===== src/rtl/bba_pkg.sv =====
// bba_pkg: shared types, codes and defaults for the block bitmap allocator
// used by every module under rtl/ except bba_ram, no dependencies
package bba_pkg;

	// default sizing of the bitmap
	localparam int MAX_BLOCKS_DEF = 32768;
	localparam int WORD_BITS_DEF  = 64;

	// fixed field widths
	localparam int COUNT_W = 16;
	localparam int IDX_W   = 15;
	localparam int BASE_W  = COUNT_W + 1;

	localparam logic [COUNT_W-1:0] COUNT_RESET = 16'd32768;

	// request opcodes
	localparam logic [1:0] OP_ALLOC = 2'd0;
	localparam logic [1:0] OP_FREE  = 2'd1;
	localparam logic [1:0] OP_MARK  = 2'd2;
	localparam logic [1:0] OP_TEST  = 2'd3;

	// response status codes
	localparam logic [1:0] ST_OK    = 2'd0;
	localparam logic [1:0] ST_FULL  = 2'd1;
	localparam logic [1:0] ST_RANGE = 2'd2;

	typedef struct packed {
		logic [1:0]       opcode;
		logic [IDX_W-1:0] blk_idx;
	} req_t;

	typedef struct packed {
		logic [1:0]       status;
		logic [IDX_W-1:0] allocated_index;
		logic             was_used;
	} rsp_t;

	typedef enum logic [2:0] {
		S_CLEAR,
		S_IDLE,
		S_READ,
		S_MODIFY,
		S_SCAN,
		S_DONE
	} state_t;

endpackage


===== src/rtl/bba_find_unit.sv =====
// bba_find_unit: lowest free bit search over one bitmap word, limited to the managed count
// depends on bba_pkg
module bba_find_unit #(
	parameter int WORD_BITS = bba_pkg::WORD_BITS_DEF
) (
	input  logic [WORD_BITS-1:0]               word,
	input  logic [bba_pkg::BASE_W-1:0]         base,
	input  logic [bba_pkg::COUNT_W-1:0]        cnt,
	output logic                               found,
	output logic [$clog2(WORD_BITS)-1:0]       pos,
	output logic [WORD_BITS-1:0]               onehot
);

	localparam int BIT_W = $clog2(WORD_BITS);

	logic [bba_pkg::BASE_W-1:0] remaining;
	logic [WORD_BITS-1:0]       mask;
	logic [WORD_BITS-1:0]       free_bits;

	// bits of this word that still lie below the count
	assign remaining = bba_pkg::BASE_W'(cnt) - base;

	always_comb begin
		for (int b = 0; b < WORD_BITS; b++) begin
			mask[b] = bba_pkg::BASE_W'(b) < remaining;
		end
	end

	// isolate the lowest free bit
	assign free_bits = ~word & mask;
	assign onehot    = free_bits & (~free_bits + WORD_BITS'(1));
	assign found     = |free_bits;

	// encode its position
	always_comb begin
		pos = '0;
		for (int b = 0; b < WORD_BITS; b++) begin
			if (onehot[b]) begin
				pos = pos | BIT_W'(b);
			end
		end
	end

endmodule


===== config.mk =====
export PLATFORM = sky130hd
export DESIGN_NAME = bba_find_unit
export DESIGN_NICKNAME = d
export VERILOG_FILES = /design/src/rtl/bba_pkg.sv /design/src/rtl/bba_find_unit.sv
export SDC_FILE = /design/constraint.sdc
export NUM_CORES = 1
export LEC_CHECK = 0
export ABC_AREA = 1
export BUFFER_PORTS_ARGS = -buffer_cell sky130_fd_sc_hd__buf_2
export CORE_MARGIN = 10
export CORE_UTILIZATION = 28
export DETAILED_ROUTE_END_ITERATION = 10
export PLACE_DENSITY = 0.55
export SYNTH_ARGS = -nofsm -noshare
export SYNTH_HDL_FRONTEND = slang
export SYNTH_SLANG_ARGS = --single-unit

===== constraint.sdc =====
create_clock -name vclk -period 2.95
set_input_delay 0.1475 -clock vclk [all_inputs]
set_output_delay 0.1475 -clock vclk [all_outputs]
set_load 0.05 [all_outputs]

Word level (Yosys, flattened, before mapping)
Cells that the tools add are included.
- bits in registers: 0
- input port bits: 97
- output and inout bits: 71
- logic and storage cells: 134
- add/subtract/negate cells: 2
- magnitude comparators: 64
- mux-type cells: 63
- bitwise logic cells: 4
- reduce and logical (&&, ||, !) cells: 1
- operators with widths (cell ; count):
    less-than comparator 6 x 17 -> 1 bit, first input constant ; 32
    less-than comparator 5 x 17 -> 1 bit, first input constant ; 16
    2-to-1 mux 6 bit ; 32
    less-than comparator 4 x 17 -> 1 bit, first input constant ; 8
    bitwise AND 64 bit ; 2
    inverter 64 bit ; 2
    2-to-1 mux 5 bit ; 16
    less-than comparator 3 x 17 -> 1 bit, first input constant ; 4
    adder 64 x 1 -> 64 bit, second input constant ; 1
    OR reduction 64 bit ; 1
    less-than comparator 1 x 17 -> 1 bit, first input constant ; 2
    less-than comparator 2 x 17 -> 1 bit, first input constant ; 2
    2-to-1 mux 4 bit ; 8
    subtractor 16 x 17 -> 17 bit ; 1
    2-to-1 mux 3 bit ; 4
    2-to-1 mux 2 bit ; 2
    2-to-1 mux 1 bit ; 1

Longest topological paths before layout
- depth after elaboration: 69
- depth in mapped cells: 32
- depth with buffers taken out: 29

Worst setup path after synthesis
OpenSTA, ideal clock, no wires.
- path type: input port to output port
- start point: in cnt[0] in the netlist's numbering
- end point: out pos[4]
- arrival: 4.076 ns
- data required time: 2.803 ns
- setup slack: -1.274 ns
- cell stages on the path: 27
- path through: inv_1 -> ha_1 -> fa_1 -> inv_2 -> nand2_1 -> nand2_1 -> nand3_1 -> nand2_1 -> nand2_1 -> nand3_1 -> nand2_1 -> nor2_2 -> nand2_2 -> nor2_8 -> buf_6 -> nand2_1 -> nand3_1 -> nand2_1 -> nor2_2 -> nand3_1 -> nor3_1 -> nor2_1 -> nand3_1 -> nor2_1 -> nand2_1 -> nor2_1 -> nand3_1
- elaborated cells on any way between the ends: 117
- RTL lines (what ; RTL line ; source):
    start: declaration ; bba_find_unit.sv:8 ; input logic [bba_pkg::COUNT_W-1:0] cnt,
    subtractor 16 x 17 -> 17 bit (*) ; bba_find_unit.sv:21 ; assign remaining = bba_pkg::BASE_W'(cnt) - base;
    less-than comparator 1 x 17 -> 1 bit (tied with other cells) ; bba_find_unit.sv:25 ; mask[b] = bba_pkg::BASE_W'(b) < remaining;
    bitwise AND 64 bit (*) ; bba_find_unit.sv:30 ; assign free_bits = ~word & mask;
    inverter 64 bit ; bba_find_unit.sv:31 ; assign onehot = free_bits & (~free_bits + WORD_BITS'(1));
    adder 64 x 1 -> 64 bit ; bba_find_unit.sv:31 ;
    bitwise AND 64 bit (*) ; bba_find_unit.sv:31 ;
    via onehot[19] ; bba_find_unit.sv:11 ; output logic [WORD_BITS-1:0] onehot
    2-to-1 mux 5 bit (*) (13 in a row) ; bba_find_unit.sv:38 ; if (onehot[b]) begin
    2-to-1 mux 6 bit (*) (32 in a row) ; bba_find_unit.sv:38 ;
    end: declaration ; bba_find_unit.sv:10 ; output logic [$clog2(WORD_BITS)-1:0] pos,
The timed path passes the listed nets; every way through them passes the cells marked *.

Final worst setup path
- start point: in cnt[0] in the netlist's numbering
- end point: out pos[1]
- longest elaborated chain between the ends: 68
- elaborated cells on any way between the ends: 131
- RTL lines (what ; RTL line):
    subtractor 16 x 17 -> 17 bit (*) ; bba_find_unit.sv:21
    less-than comparator 1 x 17 -> 1 bit / less-than comparator 2 x 17 -> 1 bit (equally long branches) ; bba_find_unit.sv:25
    bitwise AND 64 bit (*) ; bba_find_unit.sv:30
    inverter 64 bit ; bba_find_unit.sv:31
    adder 64 x 1 -> 64 bit ; bba_find_unit.sv:31
    bitwise AND 64 bit (*) ; bba_find_unit.sv:31
    2-to-1 mux 2 bit (2 in a row) ; bba_find_unit.sv:38
    2-to-1 mux 3 bit (4 in a row) ; bba_find_unit.sv:38
    2-to-1 mux 4 bit (8 in a row) ; bba_find_unit.sv:38
    2-to-1 mux 5 bit (16 in a row) ; bba_find_unit.sv:38
    2-to-1 mux 6 bit (31 in a row) ; bba_find_unit.sv:38
    2-to-1 mux 6 bit (*) ; bba_find_unit.sv:38
Mark *: on every way between the ends. The rest lies on a longest branch, timed or not.

==> summary.md <==
| Metric | Value |
|---|---|
| Outcome | `finished, violations left` |
| Violated checks | `negative setup slack` |
| Commonest non-fill, non-tap cell in the layout | `buf_4` |
| Final Hold Fails | `0` |
| FMAX | `approximately 0.26 GHz` |
| Diode count | `0` |
| Design Power | `approximately 1300 uW` |
| Wirelength per Cell | `15.82 microns` |
| Area delta synth->final | `123.2%` |
| Startpoint type of the worst setup path | `input port` |
| Cells after synthesis | `1167` |
| Critical path data required time | `2.80 ns` |
| Met2 Track Usage GR | `0.4154` |
| Nets | `1805` |
| Crit Path Max Fanout | `6` |
| Slowest-stage cell, CP | `fa_2` |
| Syn Area/Cell | `approximately 4.6 sq um` |
| Io pins | `around 170` |
| CP dominant cell by count | `nand2_2` |
| Slew @ Worst Pin | `about 0.4 ns` |
| Largest net degree at the start of global routing | `26` |
| Total grt overflow | `0` |
| Die Area | `0.02491 sq mm` |
| DRT antenna net count | `0` |
| Period utilization | `1.315` |
| Core ar. | `about 0.019 sq mm` |
| Hold Buf Count CTS | `0` |
| Cell area after synthesis | `~0.0053 sq mm` |
| Sequential cell area | `0 sq um` |
| Crit path DAT | `3.73 ns` |
| GRT Max-Usage Layer | `met2` |
| Syn nets | `~1.3k` |
| Count of unique library cells instantiated by Yosys | `42` |
| Unrepaired setup endpoints after global routing | `yes` |
| Starting Density | `0.2843` |
| Commonest non-fill, non-tap cells in the layout | `buf_4, nand2_1, inv_1` |
| GR Util met1 | `0.2606` |
| Pre-Repair DR Iteration Count | `5` |
| Fin. max-slew vios | `0` |
| Layout cells sized above 1 | `0.5666` |
| Hpwl dp | `between 20000 and 25000 microns` |
| Routed wire length | `around 30000 microns` |
| CP max stage delay | `between 0.3 and 0.4 ns` |
| GRT Overall Usage | `0.2241` |
| Slew HR | `0.7314` |
| Fin crit period | `around 3.9 ns` |
| Max IR drop VDD | `roughly 0.11 mV` |
| Site Rows | `50` |
| Crit path to | `pos[1]` |
| Seq/Total Area, Yosys | `0` |
| Drc violations | `0` |
| Worst min-delay path class | `in -> out` |
| Die boundary height | `157.8 microns` |
| Critical path type | `in -> out` |
| Seq Cell Count | `0` |
| Critical Path Sink Type | `output pin` |
| Hold Slack | `0.8021 ns` |
| Critical Path Start | `cnt[0]` |
| Width of the die | `approximately 160 microns` |
| IO buf count | `168` |
| Initial antenna violation count | `0` |
| YS warnings | `0` |
| Max Cap Viol | `0` |
| Vias | `about 9k` |
| Final Wtd Congestion | `0.9957` |
| Drt via density | `about 4.7` |
| Final setup violation count | `a little under 70` |
| Clock buf count | `0` |
| First-pass GRT wire length | `between 40000 and 50000 microns` |
| GRT met3 Usage | `0.02442` |
| Pleak | `0.006528 uW` |
| Power Density | `about 110 mW/mm^2` |
| Final setup margin | `-0.9302 ns` |
| Vias in the first global route | `8992` |
| DRT iter0 DRCs | `645` |
-- power by group --
group	total [uW]	switching [uW]	internal [uW]	leakage [uW]
Sequential	0	0	0	0
Clock	0	0	0	0
Combinational	1330	741	593	0.00653
Total	1330	741	593	0.00653
-- per-layer routing --
layer  routed length (microns)  up-vias
met1                     12130     4152
met4                      1069        0
li1                          -     4599
met2                     15530      295
met5                         0        -
met3                      1678       60
-- stage by stage --
| step | setup slack [ns] | TNS (ns) | cell area, sq um | cells | util |
|---|---|---|---|---|---|
| global placement | -1.119 | -51.58 | 9111 | 1853 | 0.4871 |
| global route | -1.180 | -57.42 | 11870 | 1923 | 0.6348 |
| CTS | -0.8092 | -35.77 | 11090 | 1893 | 0.5930 |
| floorplan | -0.5486 | -4.585 | 5811 | 1167 | - |
| finish | -0.9302 | -39.48 | 11870 | 1923 | 0.6348 |
| detailed placement | -1.132 | -52.80 | 9111 | 1853 | 0.4871 |
-- worst max-delay path: cells and delay by family --
| kind | cells | cell delay, ns |
|---|---|---|
| buf+inv | 7 | 0.79 |
| simple gates | 21 | 2.27 |
| fa+ha+maj | 2 | 0.54 |
-- logic make-up after synthesis --
logic type / Yosys count / share of synthesized area
buffers and inverters: 278 / 0.2061
adder cells (fa/ha/maj): 17 / 0.04140
AND/OR/NAND/NOR: 833 / 0.7031
XOR/XNOR: 4 / 0.01082
AO/OA/AOI/OAI: 35 / 0.03858
-- how the worst min path moves through the flow --
stage	startpoint	end	slack (ns)	depth (start not counted)
4_1_cts	word[0]	onehot[1]	0.73	4
6_report	word[0]	onehot[1]	0.80	4
5_1_grt	word[0]	onehot[1]	0.84	4
3_3_place_gp	word[0]	onehot[1]	0.73	4
2_1_floorplan	word[5]	onehot[5]	0.52	3
3_5_place_dp	word[0]	onehot[1]	0.73	4
-- area by class of cell --
type | count | area [sq um]
Fill cell | 1655 | 6832
Multi-Input combinational cell | 889 | 5892
Timing Repair Buffer | 539 | 4588
Inverter | 261 | 1101
Tap cell | 234 | 292.8
-- synthesized netlist by cell type, types with 8 or more instances --
library cell,instances,share of area
nand2_1,375,0.26
buf_2,8,0.0075
nand3_1,108,0.10
nand2_2,18,0.021
nand3_2,11,0.021
nor3_1,19,0.018
nand3b_1,19,0.027
ha_1,16,0.038
nor2_1,208,0.15
inv_2,24,0.017
nor2_2,20,0.024
nand4_1,30,0.035
nor2_4,9,0.019
inv_1,235,0.17
a21oi_1,21,0.020
-- repair_timing --
| item | in CTS | in global routing |
|---|---|---|
| pin swaps | 87 | 111 |
| buffers inserted | 41 | 41 |
| cloned | 4 | 0 |
| gates resized for setup | 435 | 165 |
| endpoints found under the hold margin | 0 | 0 |
| endpoints found under the setup margin | 69 | 69 |
Power figures use the tool's default switching activity.
