==> config.mk <==
export PLATFORM = sky130hd
export DESIGN_NAME = bba_ctrl
export DESIGN_NICKNAME = d
export VERILOG_FILES = /design/src/rtl/bba_pkg.sv /design/src/rtl/bba_ctrl.sv
export SDC_FILE = /design/constraint.sdc
export NUM_CORES = 1
export LEC_CHECK = 0
export BUFFER_PORTS_ARGS = -buffer_cell sky130_fd_sc_hd__buf_2
export CAP_MARGIN = 20
export CORE_MARGIN = 10
export CORE_UTILIZATION = 50
export DETAILED_ROUTE_END_ITERATION = 7
export GPL_TIMING_DRIVEN = 0
export PLACE_DENSITY = 0.83
export SYNTH_ARGS = -nofsm -noshare
export SYNTH_HDL_FRONTEND = slang
export SYNTH_SLANG_ARGS = --single-unit
==> constraint.sdc <==
create_clock -name clk -period 4.1 [get_ports clk]
set_clock_uncertainty 0.2 [all_clocks]
set_input_delay 0.615 -clock clk [delete_from_list [all_inputs] [get_ports clk]]
set_output_delay 0.615 -clock clk [all_outputs]
set_load 0.05 [all_outputs]
==> src/rtl/bba_pkg.sv <==
// bba_pkg: shared types, codes and defaults for the block bitmap allocator
// used by every module under rtl/ except bba_ram, no dependencies
package bba_pkg;

	// default sizing of the bitmap
	localparam int MAX_BLOCKS_DEF = 32768;
	localparam int WORD_BITS_DEF  = 64;

	// fixed field widths
	localparam int COUNT_W = 16;
	localparam int IDX_W   = 15;
	localparam int BASE_W  = COUNT_W + 1;

	localparam logic [COUNT_W-1:0] COUNT_RESET = 16'd32768;

	// request opcodes
	localparam logic [1:0] OP_ALLOC = 2'd0;
	localparam logic [1:0] OP_FREE  = 2'd1;
	localparam logic [1:0] OP_MARK  = 2'd2;
	localparam logic [1:0] OP_TEST  = 2'd3;

	// response status codes
	localparam logic [1:0] ST_OK    = 2'd0;
	localparam logic [1:0] ST_FULL  = 2'd1;
	localparam logic [1:0] ST_RANGE = 2'd2;

	typedef struct packed {
		logic [1:0]       opcode;
		logic [IDX_W-1:0] blk_idx;
	} req_t;

	typedef struct packed {
		logic [1:0]       status;
		logic [IDX_W-1:0] allocated_index;
		logic             was_used;
	} rsp_t;

	typedef enum logic [2:0] {
		S_CLEAR,
		S_IDLE,
		S_READ,
		S_MODIFY,
		S_SCAN,
		S_DONE
	} state_t;

endpackage

==> src/rtl/bba_ctrl.sv <==
// bba_ctrl: request sequencer, index split, word scan and response register
// depends on bba_pkg; drives bba_ram and bba_find_unit
module bba_ctrl #(
	parameter int MAX_BLOCKS = bba_pkg::MAX_BLOCKS_DEF,
	parameter int WORD_BITS  = bba_pkg::WORD_BITS_DEF
) (
	input  logic                                   clk,
	input  logic                                   arst_n,
	input  logic [bba_pkg::COUNT_W-1:0]            cnt,
	input  logic                                   req_valid,
	output logic                                   req_ready,
	input  bba_pkg::req_t                          req,
	output logic                                   rsp_valid,
	input  logic                                   rsp_ready,
	output bba_pkg::rsp_t                          rsp,
	output logic                                   ram_we,
	output logic [((MAX_BLOCKS + WORD_BITS - 1) / WORD_BITS > 1 ?
		$clog2((MAX_BLOCKS + WORD_BITS - 1) / WORD_BITS) : 1)-1:0] ram_addr,
	output logic [WORD_BITS-1:0]                   ram_wdata,
	input  logic [WORD_BITS-1:0]                   ram_rdata,
	output logic [bba_pkg::BASE_W-1:0]             find_base,
	input  logic                                   find_found,
	input  logic [$clog2(WORD_BITS)-1:0]           find_pos,
	input  logic [WORD_BITS-1:0]                   find_onehot
);

	localparam int MAP_WORDS = (MAX_BLOCKS + WORD_BITS - 1) / WORD_BITS;
	localparam int AW        = MAP_WORDS > 1 ? $clog2(MAP_WORDS) : 1;
	localparam int BIT_W     = $clog2(WORD_BITS);
	localparam int IW        = bba_pkg::IDX_W;
	localparam int BW        = bba_pkg::BASE_W;

	bba_pkg::state_t state_q, state_d;

	logic [1:0]                   op_q;
	logic [IW-1:0]                sh_q;
	logic [AW-1:0]                clr_q;
	logic [AW-1:0]                rd_addr_q;
	logic [BW-1:0]                rd_base_q;
	logic                         rd_valid_s1;
	logic [AW-1:0]                addr_s1;
	logic [BW-1:0]                base_s1;
	bba_pkg::rsp_t                res_q;
	bba_pkg::rsp_t                rsp_q;
	logic                         rsp_valid_q;

	logic                         accept;
	logic                         idx_range;
	logic                         issue;
	logic                         scan_hit;
	logic                         scan_full;
	logic                         clr_last;
	logic                         out_free;
	logic [WORD_BITS-1:0]         bit_sel;
	logic [AW-1:0]                word_addr;

	// status of the current step
	assign accept    = req_valid && req_ready;
	assign idx_range = bba_pkg::COUNT_W'(req.blk_idx) >= cnt;
	assign scan_hit  = rd_valid_s1 && find_found;
	assign issue     = (state_q == bba_pkg::S_SCAN) && (BW'(cnt) > rd_base_q) && !scan_hit;
	assign scan_full = (state_q == bba_pkg::S_SCAN) && !issue && !scan_hit;
	assign clr_last  = clr_q == AW'(MAP_WORDS - 1);
	assign out_free  = !rsp_valid_q || rsp_ready;
	assign find_base = base_s1;

	// word address and bit position of the index
	assign word_addr = AW'(sh_q >> BIT_W);
	assign bit_sel   = WORD_BITS'(1) << sh_q[BIT_W-1:0];

	// next state
	always_comb begin
		state_d = state_q;
		case (state_q)
			bba_pkg::S_CLEAR: begin
				if (clr_last) begin
					state_d = bba_pkg::S_IDLE;
				end
			end
			bba_pkg::S_IDLE: begin
				if (req_valid) begin
					if (req.opcode == bba_pkg::OP_ALLOC) begin
						state_d = bba_pkg::S_SCAN;
					end else if (idx_range) begin
						state_d = bba_pkg::S_DONE;
					end else begin
						state_d = bba_pkg::S_READ;
					end
				end
			end
			bba_pkg::S_READ:   state_d = bba_pkg::S_MODIFY;
			bba_pkg::S_MODIFY: state_d = bba_pkg::S_DONE;
			bba_pkg::S_SCAN: begin
				if (scan_hit || scan_full) begin
					state_d = bba_pkg::S_DONE;
				end
			end
			bba_pkg::S_DONE: begin
				if (out_free) begin
					state_d = bba_pkg::S_IDLE;
				end
			end
			default: state_d = bba_pkg::S_IDLE;
		endcase
	end

	// ram port and handshake outputs
	always_comb begin
		req_ready = 1'b0;
		ram_we    = 1'b0;
		ram_addr  = rd_addr_q;
		ram_wdata = '0;
		case (state_q)
			bba_pkg::S_CLEAR: begin
				ram_we   = 1'b1;
				ram_addr = clr_q;
			end
			bba_pkg::S_IDLE: begin
				req_ready = 1'b1;
			end
			bba_pkg::S_READ: begin
				ram_addr = word_addr;
			end
			bba_pkg::S_MODIFY: begin
				ram_addr = word_addr;
				ram_we   = op_q != bba_pkg::OP_TEST;
				if (op_q == bba_pkg::OP_FREE) begin
					ram_wdata = ram_rdata & ~bit_sel;
				end else begin
					ram_wdata = ram_rdata | bit_sel;
				end
			end
			bba_pkg::S_SCAN: begin
				if (scan_hit) begin
					ram_we    = 1'b1;
					ram_addr  = addr_s1;
					ram_wdata = ram_rdata | find_onehot;
				end
			end
			default: begin
				req_ready = 1'b0;
			end
		endcase
	end

	// state register
	always_ff @(posedge clk or negedge arst_n) begin
		if (!arst_n) begin
			state_q <= bba_pkg::S_CLEAR;
		end else begin
			state_q <= state_d;
		end
	end

	// control counters and scan pipeline flag
	always_ff @(posedge clk or negedge arst_n) begin
		if (!arst_n) begin
			clr_q       <= '0;
			rd_addr_q   <= '0;
			rd_base_q   <= '0;
			rd_valid_s1 <= 1'b0;
		end else begin
			case (state_q)
				bba_pkg::S_CLEAR: begin
					clr_q <= clr_q + AW'(1);
				end
				bba_pkg::S_IDLE: begin
					rd_addr_q   <= '0;
					rd_base_q   <= '0;
					rd_valid_s1 <= 1'b0;
				end
				bba_pkg::S_SCAN: begin
					rd_valid_s1 <= issue;
					if (issue) begin
						rd_addr_q <= rd_addr_q + AW'(1);
						rd_base_q <= rd_base_q + BW'(WORD_BITS);
					end
				end
				default: begin
					rd_valid_s1 <= 1'b0;
				end
			endcase
		end
	end

	// request payload and result
	always_ff @(posedge clk) begin
		case (state_q)
			bba_pkg::S_IDLE: begin
				if (accept) begin
					op_q  <= req.opcode;
					sh_q  <= req.blk_idx;
					res_q.status          <= bba_pkg::ST_RANGE;
					res_q.allocated_index <= '0;
					res_q.was_used        <= req.opcode == bba_pkg::OP_TEST;
				end
			end
			bba_pkg::S_MODIFY: begin
				res_q.status          <= bba_pkg::ST_OK;
				res_q.allocated_index <= '0;
				res_q.was_used        <= (op_q == bba_pkg::OP_TEST) &&
					ram_rdata[sh_q[BIT_W-1:0]];
			end
			bba_pkg::S_SCAN: begin
				if (issue) begin
					addr_s1 <= rd_addr_q;
					base_s1 <= rd_base_q;
				end
				if (scan_hit) begin
					res_q.status          <= bba_pkg::ST_OK;
					res_q.allocated_index <= IW'(base_s1 + BW'(find_pos));
					res_q.was_used        <= 1'b0;
				end else if (scan_full) begin
					res_q.status          <= bba_pkg::ST_FULL;
					res_q.allocated_index <= '0;
					res_q.was_used        <= 1'b0;
				end
			end
			default: begin
				op_q <= op_q;
			end
		endcase
	end

	// response output register
	always_ff @(posedge clk or negedge arst_n) begin
		if (!arst_n) begin
			rsp_valid_q <= 1'b0;
		end else if (state_q == bba_pkg::S_DONE && out_free) begin
			rsp_valid_q <= 1'b1;
		end else if (rsp_ready) begin
			rsp_valid_q <= 1'b0;
		end
	end

	always_ff @(posedge clk) begin
		if (state_q == bba_pkg::S_DONE && out_free) begin
			rsp_q <= res_q;
		end
	end

	assign rsp_valid = rsp_valid_q;
	assign rsp       = rsp_q;

endmodule

**After elaboration in Yosys (flattened, before gate mapping)**

Index checks and enable logic that the tools add are counted.

- Bits in registers: 119
- Input bits: 172

- Add/sub/neg operators: 4
- Order comparisons: 3
- Equality and inequality tests: 17
- Shift operators: 1
- Mux-type cells: 28
- Bitwise operators: 4
- Reductions and logical operators: 24

Operator list:

| cell | count |
|---|---|
| 2-to-1 mux 64 bit | 2 |
| bitwise OR 64 bit | 2 |
| one-hot mux 64 bit (2 select lines) | 1 |
| AND 64 bit | 1 |
| NOT 64 bit | 1 |
| << shifter 1 x 6 -> 64 bit, first input constant | 1 |
| 2-to-1 mux 18 bit | 3 |
| one-hot mux 18 bit (3 select lines) | 1 |
| one-hot mux 17 bit (2 select lines) | 1 |
| one-hot mux 9 bit (3 select lines) | 1 |
| adder 9 x 1 -> 9 bit, second input constant | 2 |
| 2-to-1 mux 3 bit | 6 |
| 2-to-1 mux 9 bit | 2 |
| one-hot mux 3 bit (6 select lines) | 1 |
| one-hot mux 9 bit (2 select lines) | 1 |
| adder 17 x 7 -> 17 bit, second input constant | 1 |
| > comparator 16 x 17 -> 1 bit | 1 |
| 2-to-1 mux 17 bit | 1 |
| >= comparator 15 x 16 -> 1 bit | 1 |
| adder 15 x 6 -> 15 bit | 1 |
| != test 2 bit, second input constant | 6 |
| equality test 9 bit, second input constant | 1 |
| logical AND 1 bit | 8 |
| less-than comparator 6 x 7 -> 1 bit, second input constant | 1 |
| other kinds (21) | 34 |

**Logic depth before layout (Yosys ltp)**

Gate-level depths: netlist of the first run.

- Depth after elaboration: 9
- Mapped depth: 12
- Gate-level depth less buffers: 9

**Least setup slack after synthesis of the first run**

Ideal clock, no wire load.

- Path kind: input to register
- Start point: input cnt[14] (netlist bit)
- End point: register res_q[0] (netlist bit), enable pin
- Arrival: 3.163 ns
- Setup slack: 0.338 ns
- Stages: 8
- Path through: ha_1 > a211o_1 > a311oi_2 > or2_1 > buf_6 > inv_2 > buf_4 > a21oi_1

- Longest elaborated chain between the ends: 8

RTL lines:

| item | RTL line | source |
|---|---|---|
| from (decl) | bba_ctrl.sv:9 | `input logic [bba_pkg::COUNT_W-1:0] cnt,` |
| > comparator 16 x 17 -> 1 bit | bba_ctrl.sv:61 | `assign issue = (state_q == bba_pkg::S_SCAN) && (BW'(cnt) > rd_base_q) && !scan_hit;` |
| logical AND 1 bit (2 in series) | bba_ctrl.sv:61 |  |
| logical NOT 1 bit | bba_ctrl.sv:62 | `assign scan_full = (state_q == bba_pkg::S_SCAN) && !issue && !scan_hit;` |
| logical AND 1 bit (2 in series) | bba_ctrl.sv:62 |  |
| != test 3 bit (no source line) | - |  |
| AND reduction 3 bit (no source line) | - |  |
| to (decl) | bba_ctrl.sv:43 | `bba_pkg::rsp_t res_q;` |

Every way passes these cells.
A chain may end at the register's enable or synchronous reset.

**Worst setup path after layout of the first run**

- Start point: register state_q[0]
- End point: output ram_wdata[53]

- Longest elaborated chain between the ends: 2
- Elaborated cells on any way between the ends: 3
- Those cells by class: eq/ne (2); mux (1)

RTL lines:

| item | RTL line | source |
|---|---|---|
| from (decl) | bba_ctrl.sv:33 | `bba_pkg::state_t state_q, state_d;` |
| from (signal assigned) | bba_ctrl.sv:149 | `state_q <= bba_pkg::S_CLEAR;` |
| from (signal assigned) | bba_ctrl.sv:151 | `state_q <= state_d;` |
| equality test 3 bit / equality test 3 x 2 -> 1 bit (equally long branches) | bba_ctrl.sv:113 | `case (state_q)` |
| one-hot mux 64 bit (2 select lines) (*) | bba_ctrl.sv:113 |  |
| to (decl) | bba_ctrl.sv:19 | `output logic [WORD_BITS-1:0] ram_wdata,` |

Every way passes the cells marked *; elsewhere a longest branch is shown, timed or not.

==> results of run 1 <==
[critical path, stage by stage, from the launching register on]
cell and delay [ps]:
dfrtp_1 360, buf_4 170, nor2_4 100, buf_2 230, nand2_1 110, nor2_2 450
clkbuf_1 650, a21oi_1 180, o22ai_1 220, buf_2 320
[per-stage QoR]
stage / utilization (%) / power, mW / cell area, µm² / setup slack (ps)
detailed placement: 63.1 / 4.15 / 8790 / 27.8
finish: 65.9 / 5.18 / 9180 / 142
floorplan: - / 3.38 / 7180 / 338
global route: 65.9 / 5.38 / 9180 / 69.3
CTS: 65.4 / 5.12 / 9120 / 80.6
global placement: 63.0 / 4.11 / 8780 / -380
[cells by family after synthesis]
family,count (synthesis),share of synthesized area (%)
compound gates,258,21.4
simple gates,254,16.6
flops,107,42.5
buf+inv,94,5.91
fa+ha+maj,29,5.07
mux,27,6.62
xor+xnor,15,1.84
other cells,1,0.0524
[flip-flops by register name, summed over array words and instances, names as in the netlist]
register	cells
state_q	3
clr_q	9
rd_addr_q	9
addr_s1	9
rd_valid_s1	1
rsp	18
op_q	2
rd_base_q	11
res_q	18
sh_q	15
rsp_valid	1
find_base	11
[metal layers]
metal  wire [µm]  vias to the layer above  share of wire [%]  track usage (%)
met1       11600                     3808                 38             37.1
met4         681                        4                2.2             6.47
li1            -                     3510                  -                -
met5          24                        -              0.079                0
met3        3640                       71                 12             9.29
met2       14400                      547                 47             47.7
[what timing repair did]
action | in CTS | in global routing
hold buffers | 0 | 0
resized for setup | 1 | 5
pin swaps | 0 | 0
buffers inserted | 0 | 5
cloned | 0 | 0
endpoints found under the setup margin | 10 | 32
[cell type report]
class	instances	area [µm²]	share of cell area [%]
inverter	33	124	1.35
multi-input combinational	589	3730	40.6
buffer	61	303	3.30
timing repair buffer	282	1430	15.5
tap	180	225	2.45
antenna	1	2.50	0.0273
sequential	107	3040	33.1
clock inverter	6	96.3	1.05
clock buffer	10	229	2.49
[cell usage in the layout (no fill, tap or decap), types with 8 or more instances in the layout]
cell type,n
nand4_1,8
buf_4,13
clkbuf_1,34
a22oi_1,9
nand2_1,50
clkbuf_16,9
a21oi_1,140
nor2b_1,8
mux2i_1,8
buf_2,289
mux4_2,16
a221o_1,9
inv_1,32
o21ai_0,9
o22ai_1,64
nor3_1,16
nor2_1,102
and2_1,19
xnor2_1,14
dfrtp_1,34
ha_1,29
nand3_1,18
edfxtp_1,73
[Yosys cell counts (all sizes together) (16+ instances only)]
cell type  number  area [µm²]
ha             29         363
dfrtp          34         851
edfxtp         73        2190
and2           19         119
buf            27         171
nor2          104         398
inv            33         124
nand2          51         191
o22ai          64         400
mux4           16         360
a21oi         141         706
nor3           16        80.1
clkbuf         34         128
nand3          19         100
[power groups by stage]
stage / Combinational, mW / Clock, mW / Sequential, mW
final: 2.62 / 0.950 / 1.61
after floorplan: 1.61 / 0 / 1.77
after global placement: 2.49 / 0 / 1.62
after global routing: 2.76 / 0.994 / 1.63
after CTS: 2.54 / 0.960 / 1.61
after detailed placement: 2.52 / 0 / 1.63
[worst max path at each step]
| stage | start | end | slack, ps | depth (start not counted) |
|---|---|---|---|---|
| finish | state_q[0] | ram_wdata[53] | 140 | 9 |
| global route | state_q[0] | ram_wdata[53] | 70 | 9 |
| CTS | sh_q[0] | ram_wdata[53] | 80 | 7 |
| detailed placement | cnt[12] | res_q[13] | 30 | 10 |
| global placement | cnt[6] | res_q[15] | -380 | 10 |
| floorplan | cnt[14] | res_q[0] | 340 | 8 |
==> results.toml, run 1 <==
[power]
p_clk_share_pct = 18.3
vdd_ir_drop_max_mv = 0.253
p_leak_nw = 4.15
seqPwrFrac_pct = 31.0
p_int_mw = 2.72
power_frac_comb_pct = 50.6
power_density_nw_per_um2 = 564
p_sw_share_pct = 47.5
switching_power_mw = 2.46

[setup_path]
r2r_end = "res_q[10]"
required_ps = 3280
ff2ff_path_depth = 10
crit_fanout = 10
end_kind = "output port"
worstSetupPathType = "flop to output port"
cp-start-kind = "flop"
r2r_start = "rd_base_q[6]"
worstPathArrival_ps = 3140
r2r_slack_ps = 450

[die]
die_w_um = 140
die_h_um = 140
initial_core_util_pct = 51.4
core-area_um2 = 13900
row_count = 43
io_pins = 283
dieArea_um2 = 19500

[clock_tree]
root_buffer = "clkbuf_16"
clockBufferDepth = 2
cts_tree = "built"
cts_sinks = 107
clkTransAtPathRegs_ps = 70
h-tree-depth = 3
numCtsBuffers = 9
clk_latency_ps = 350

[final_layout]
nets = 1284
areaGrowthSynthToFinish_pct = 28.2
drive_gt1_share_pct = 32.4
nFillCells = 1239
final_cells = 1269

[synth]
netlist_instances = 785
yosys_warnings = 0
yosysSeqAreaShare_pct = 42.5
synth.avg_cell_area_um2 = 9.12
synth.distinct_cells = 62
ys.flop_type = "edfxtp_1"
synth.cell_area_um2 = 7160
ys_ff_latch = 107
synthArstFlopShare_pct = 31.8
synth_edf_count = 73

[route]
drtPass1Iterations = 5
vias_per_cell = 6.26
vias = 7940
drc = 0
wl_mm = 30.3
post_drt_wl_per_cell_um = 23.9
drtIter0Drc = 1033
drtAntennaViolNets = 0

[sta]
hold_slack_ps = 153
period_share_pct = 96.5
rsz0062_at_grt = "false"
report.final.slew_viol_count = 0
worst_pin_slew_ps = 943
setup_viol = 0
fin_tns_setup_ps = 0
slew_headroom_pct = 36.9
hold_viol = 0
finalCriticalPeriod_ps = 3960
fmax_ghz = 0.253

[outcome]
outcome = "finished clean"

[grt]
grt_pass1_wl_mm = 45.2
overflow = 0
track_usage_pct = 29.2
grt_max_degree = 35
grt_pass1_vias = 7693
antenna_found_initial = 3

[placed_design]
gp_congestion = 0.974
dp.cells = 1246
io_buffers = 276
dpl.hpwl_mm = 23.9

[flow_run]
maxCapViolCount = 0

[worst_hold_path]
hold_class = "primary input to asynchronous set/reset pin"
No activity file was read; power rests on OpenSTA's default activity.
==> run 2: changes to the inputs <==
Settings changed: PLACE_DENSITY 0.83 to 0.84.
==> results.toml, run 2 (same netlist as run 1, synthesis figures left out) <==
[outcome]
outcome = "finished clean"

[grt]
grt_max_degree = 35
grt_pass1_vias = 7815
antenna_found_initial = 1
track_usage_pct = 29.5
grt_pass1_wl_mm = 45.4
overflow = 0

[setup_path]
r2r_start = "rd_base_q[6]"
worstSetupPathType = "flop to output port"
max_stage_delay_ps = 570
crit_fanout = 10
end_kind = "output port"
cp-start-kind = "flop"
required_ps = 3280
crit_chain = "buf_4, buf_2, buf_2, nor2b_1, nand2_1, o22ai_1, buf_2"
worstPathArrival_ps = 3190
r2r_end = "res_q[7]"
r2r_slack_ps = 410
ff2ff_path_depth = 10
cpMostUsedCell = "buf_2"
slowest_stage = "edfxtp_1"

[sta]
fin_tns_setup_ps = 0
hold_viol = 0
hold_slack_ps = 154
slew_headroom_pct = 44.8
setup_viol = 0
period_share_pct = 97.6
fmax_ghz = 0.250
finalCriticalPeriod_ps = 4000
worst_pin_slew_ps = 828
report.final.slew_viol_count = 0
setup_ws_ps = 98.2

[clock_tree]
clockBufferDepth = 2
root_buffer = "clkbuf_16"
cts_tree = "built"
numCtsBuffers = 9
holdBufCountCts = 0
post_cts.repair.setup_buffers = 0
clkTransAtPathRegs_ps = 70
cts_sinks = 107
h-tree-depth = 3
clk_latency_ps = 360

[die]
io_pins = 283
core-area_um2 = 13900
row_count = 43
initial_core_util_pct = 51.4
die_h_um = 140
die_w_um = 140
dieArea_um2 = 19500

[route]
wl_mm = 30.8
vias = 8036
drtIter0Drc = 1138
drtAntennaViolNets = 0
drc = 0
vias_per_cell = 6.36
post_drt_wl_per_cell_um = 24.3
drtPass1Iterations = 7

[power]
power_density_nw_per_um2 = 555
vdd_ir_drop_max_mv = 0.302
p_leak_nw = 4.11
finalPower_mw = 5.05

[final_layout]
mostFrequentLayoutCells = "buf_2 (289), a21oi_1 (140), nor2_1 (102), edfxtp_1 (73), o22ai_1 (64)"
final_common_cell = "buf_2"
areaGrowthSynthToFinish_pct = 27.1
num_antenna_cells = 0
drive_gt1_share_pct = 31.9
nets = 1280
nFillCells = 1228
final_cells = 1264
multi_input_area_um2 = 3730
final_area_um2 = 9100
utilization_pct = 65.3
regArea_um2 = 3040

[placed_design]
dp.cells = 1247
io_buffers = 276
dpl.hpwl_mm = 24.7
place_area_um2 = 8800
place_ws_ps = 77.4
gp_congestion = 0.992

[worst_hold_path]
hold_class = "primary input to asynchronous set/reset pin"

[flow_run]
maxCapViolCount = 0
## run 2: how the worst max path moves through the flow
stage | start | end | slack, ps | cells past startpoint
2_1_floorplan | cnt[14] | res_q[0] | 340 | 8
3_3_place_gp | cnt[6] | res_q[13] | -360 | 10
3_5_place_dp | cnt[6] | res_q[15] | 80 | 10
4_1_cts | sh_q[0] | ram_wdata[5] | 70 | 7
5_1_grt | state_q[0] | ram_wdata[5] | -20 | 10
6_report | sh_q[0] | ram_wdata[5] | 100 | 7
## run 2: area by class of cell
class | count | share of cell area (%)
plain buffers | 61 | 3.35
clock buffers | 10 | 2.52
clock inverters | 6 | 0.619
inverters | 33 | 1.36
multi-input cells | 589 | 40.9
flip-flops and latches | 107 | 33.4
well taps | 180 | 2.47
repair buffers | 278 | 15.3
## run 2: where the power goes
group | total, mW | leakage (nW) | internal, mW | switching, mW
clock | 0.832 | 0.137 | 0.425 | 0.407
combinational | 2.60 | 2.82 | 0.678 | 1.93
sequential | 1.61 | 1.15 | 1.48 | 0.129
total | 5.05 | 4.11 | 2.59 | 2.46
## run 2: layer usage
metal | up-vias | track usage (%) | routed length, µm
met3 | 102 | 9.29 | 3810
met4 | 2 | 9.35 | 1080
met1 | 3836 | 37.2 | 11400
met2 | 588 | 47.2 | 14400
met5 | - | 0 | 13
li1 | 3508 | - | -
## run 2: critical path: cells and delay by family, from the launching register on
family                 cells  cell delay, ps
DFF                        1             570
AOI/OAI and AO/OA          1             360
and+or+nand+nor            2             570
buffers and inverters      4            1320
## run 2: repair_timing
action | 4_1_cts | 5_1_grt
endpoints found under the hold margin | 0 | 0
endpoints found under the setup margin | 2 | 24
resized for setup | 1 | 6
pin swaps | 0 | 0
==> run 3: changes to the inputs <==
Settings changed: CORE_ASPECT_RATIO set to 1.1.
==> results.toml, run 3 (same netlist as run 1, synthesis figures left out) <==
[sta]
worst_pin_slew_ps = 846
setup_viol = 0
rsz0062_at_grt = "false"
finalCriticalPeriod_ps = 4020
report.final.slew_viol_count = 0
fmax_ghz = 0.249
period_share_pct = 97.9
fin_tns_setup_ps = 0
hold_viol = 0
slew_headroom_pct = 43.4

[power]
p_int_mw = 2.60
p_sw_share_pct = 47.8
vdd_ir_drop_max_mv = 0.254
power_frac_comb_pct = 51.8
p_leak_nw = 4.11
p_clk_share_pct = 16.0
power_density_nw_per_um2 = 548
seqPwrFrac_pct = 32.3
switching_power_mw = 2.39

[final_layout]
nFillCells = 1222
areaGrowthSynthToFinish_pct = 27.2
nets = 1280
final_area_um2 = 9110
final_common_cell = "buf_2"
mostFrequentLayoutCells = "buf_2 (289), a21oi_1 (140), nor2_1 (102), edfxtp_1 (73), o22ai_1 (64)"
drive_gt1_share_pct = 31.9

[placed_design]
gp_congestion = 1.01
dpl.hpwl_mm = 23.8
io_buffers = 276
place_area_um2 = 8820

[route]
drtPass1Iterations = 5
vias_per_cell = 6.08
vias = 7737
post_drt_wl_per_cell_um = 23.1
drc = 0
wl_mm = 29.4
drtAntennaViolNets = 0
drtIter0Drc = 1134

[clock_tree]
cts_tree = "built"
holdBufCountCts = 0
clkTransAtPathRegs_ps = 70
numCtsBuffers = 9
root_buffer = "clkbuf_16"
cts_sinks = 107
clockBufferDepth = 2
h-tree-depth = 3
clk_latency_ps = 340

[worst_hold_path]
hold_class = "primary input to asynchronous set/reset pin"

[die]
initial_core_util_pct = 51.5
io_pins = 283
core-area_um2 = 13900
dieArea_um2 = 19500
die_h_um = 146
die_w_um = 134
row_count = 45

[setup_path]
crit_fanout = 10
end_kind = "output port"
worstPathArrival_ps = 3200
required_ps = 3280
cp-start-kind = "flop"
worstSetupPathType = "flop to output port"

[outcome]
outcome = "finished clean"

[grt]
track_usage_pct = 28.5
grt_max_degree = 35
grt_pass1_wl_mm = 43.6
overflow = 0
grt_pass1_vias = 7394
antenna_found_initial = 1

[flow_run]
maxCapViolCount = 0
run 3: cell count changes in the layout (fill, tap and decap cells not counted), sizes merged:
cell and delta:
clkbuf +3, inv -3, clkinv +2, buf -1
clkinvlp -1, diode +1
run 3: worst max-delay path, cell delays in order (launching register included):
cell and delay (ps):
edfxtp_1 610, clkbuf_4 380, buf_2 390, buf_2 300
nor2b_2 320, nand2_1 250, o22ai_1 280, buf_2 310
run 3: worst paths after layout:
check                             start            end  slack (ps)  cells past startpoint
min reg2reg                    res_q[5]         rsp[5]         220                      0
min                              arst_n  rd_base_q[14]         160                      1
max reg2reg                rd_base_q[8]       res_q[2]         600                     11
max in group asynchronous        arst_n       clr_q[1]        3040                      1
max                             sh_q[0]  ram_wdata[13]          80                      7
min in group clk               res_q[5]         rsp[5]         220                      0
run 3: layer usage:
metal,vias to the layer above,part of all wire [%],routed length [µm],global-route usage [%]
met5,-,0,0,0
met4,0,3.6,1070,10.3
met3,76,11,3340,7.52
met2,538,47,13900,45.1
met1,3626,38,11200,36.5
li1,3497,-,-,-
run 3: power groups by stage:
stage	combinational, mW	clock, mW	sequential (mW)
after floorplan	1.61	0	1.77
after global placement	2.48	0	1.62
after detailed placement	2.53	0	1.63
after CTS	2.54	0.804	1.61
after global routing	2.73	0.847	1.64
final	2.58	0.797	1.61
run 3: timing repair:
| action | 4_1_cts | 5_1_grt |
|---|---|---|
| buffers inserted | 0 | 0 |
| setup endpoints to repair | 0 | 59 |
| resized for setup | 0 | 4 |
run 3: area by class of cell:
| cell class | count | area, µm² | share of cell area (%) |
|---|---|---|---|
| antenna | 1 | 2.50 | 0.0275 |
| buffer | 61 | 304 | 3.34 |
| clock buffer | 12 | 246 | 2.71 |
| clock inverter | 4 | 27.5 | 0.302 |
| inverter | 33 | 124 | 1.36 |
| multi-input combinational | 589 | 3720 | 40.9 |
| sequential | 107 | 3040 | 33.4 |
| tap | 188 | 235 | 2.58 |
| timing repair buffer | 278 | 1400 | 15.4 |
run 3: through the flow:
stage / std cells / power, mW / hold WS [ps] / setup WS, ps / utilization (%)
finish: 1273 / 4.99 / 156 / 84.3 / 65.5
global route: 1273 / 5.21 / 191 / 21.0 / 65.5
CTS: 1272 / 4.96 / 175 / 28.8 / 65.4
detailed placement: 1256 / 4.16 / 205 / 389 / 63.4
global placement: 1254 / 4.10 / 201 / -427 / 63.2
floorplan: 790 / 3.38 / 119 / 338 / -
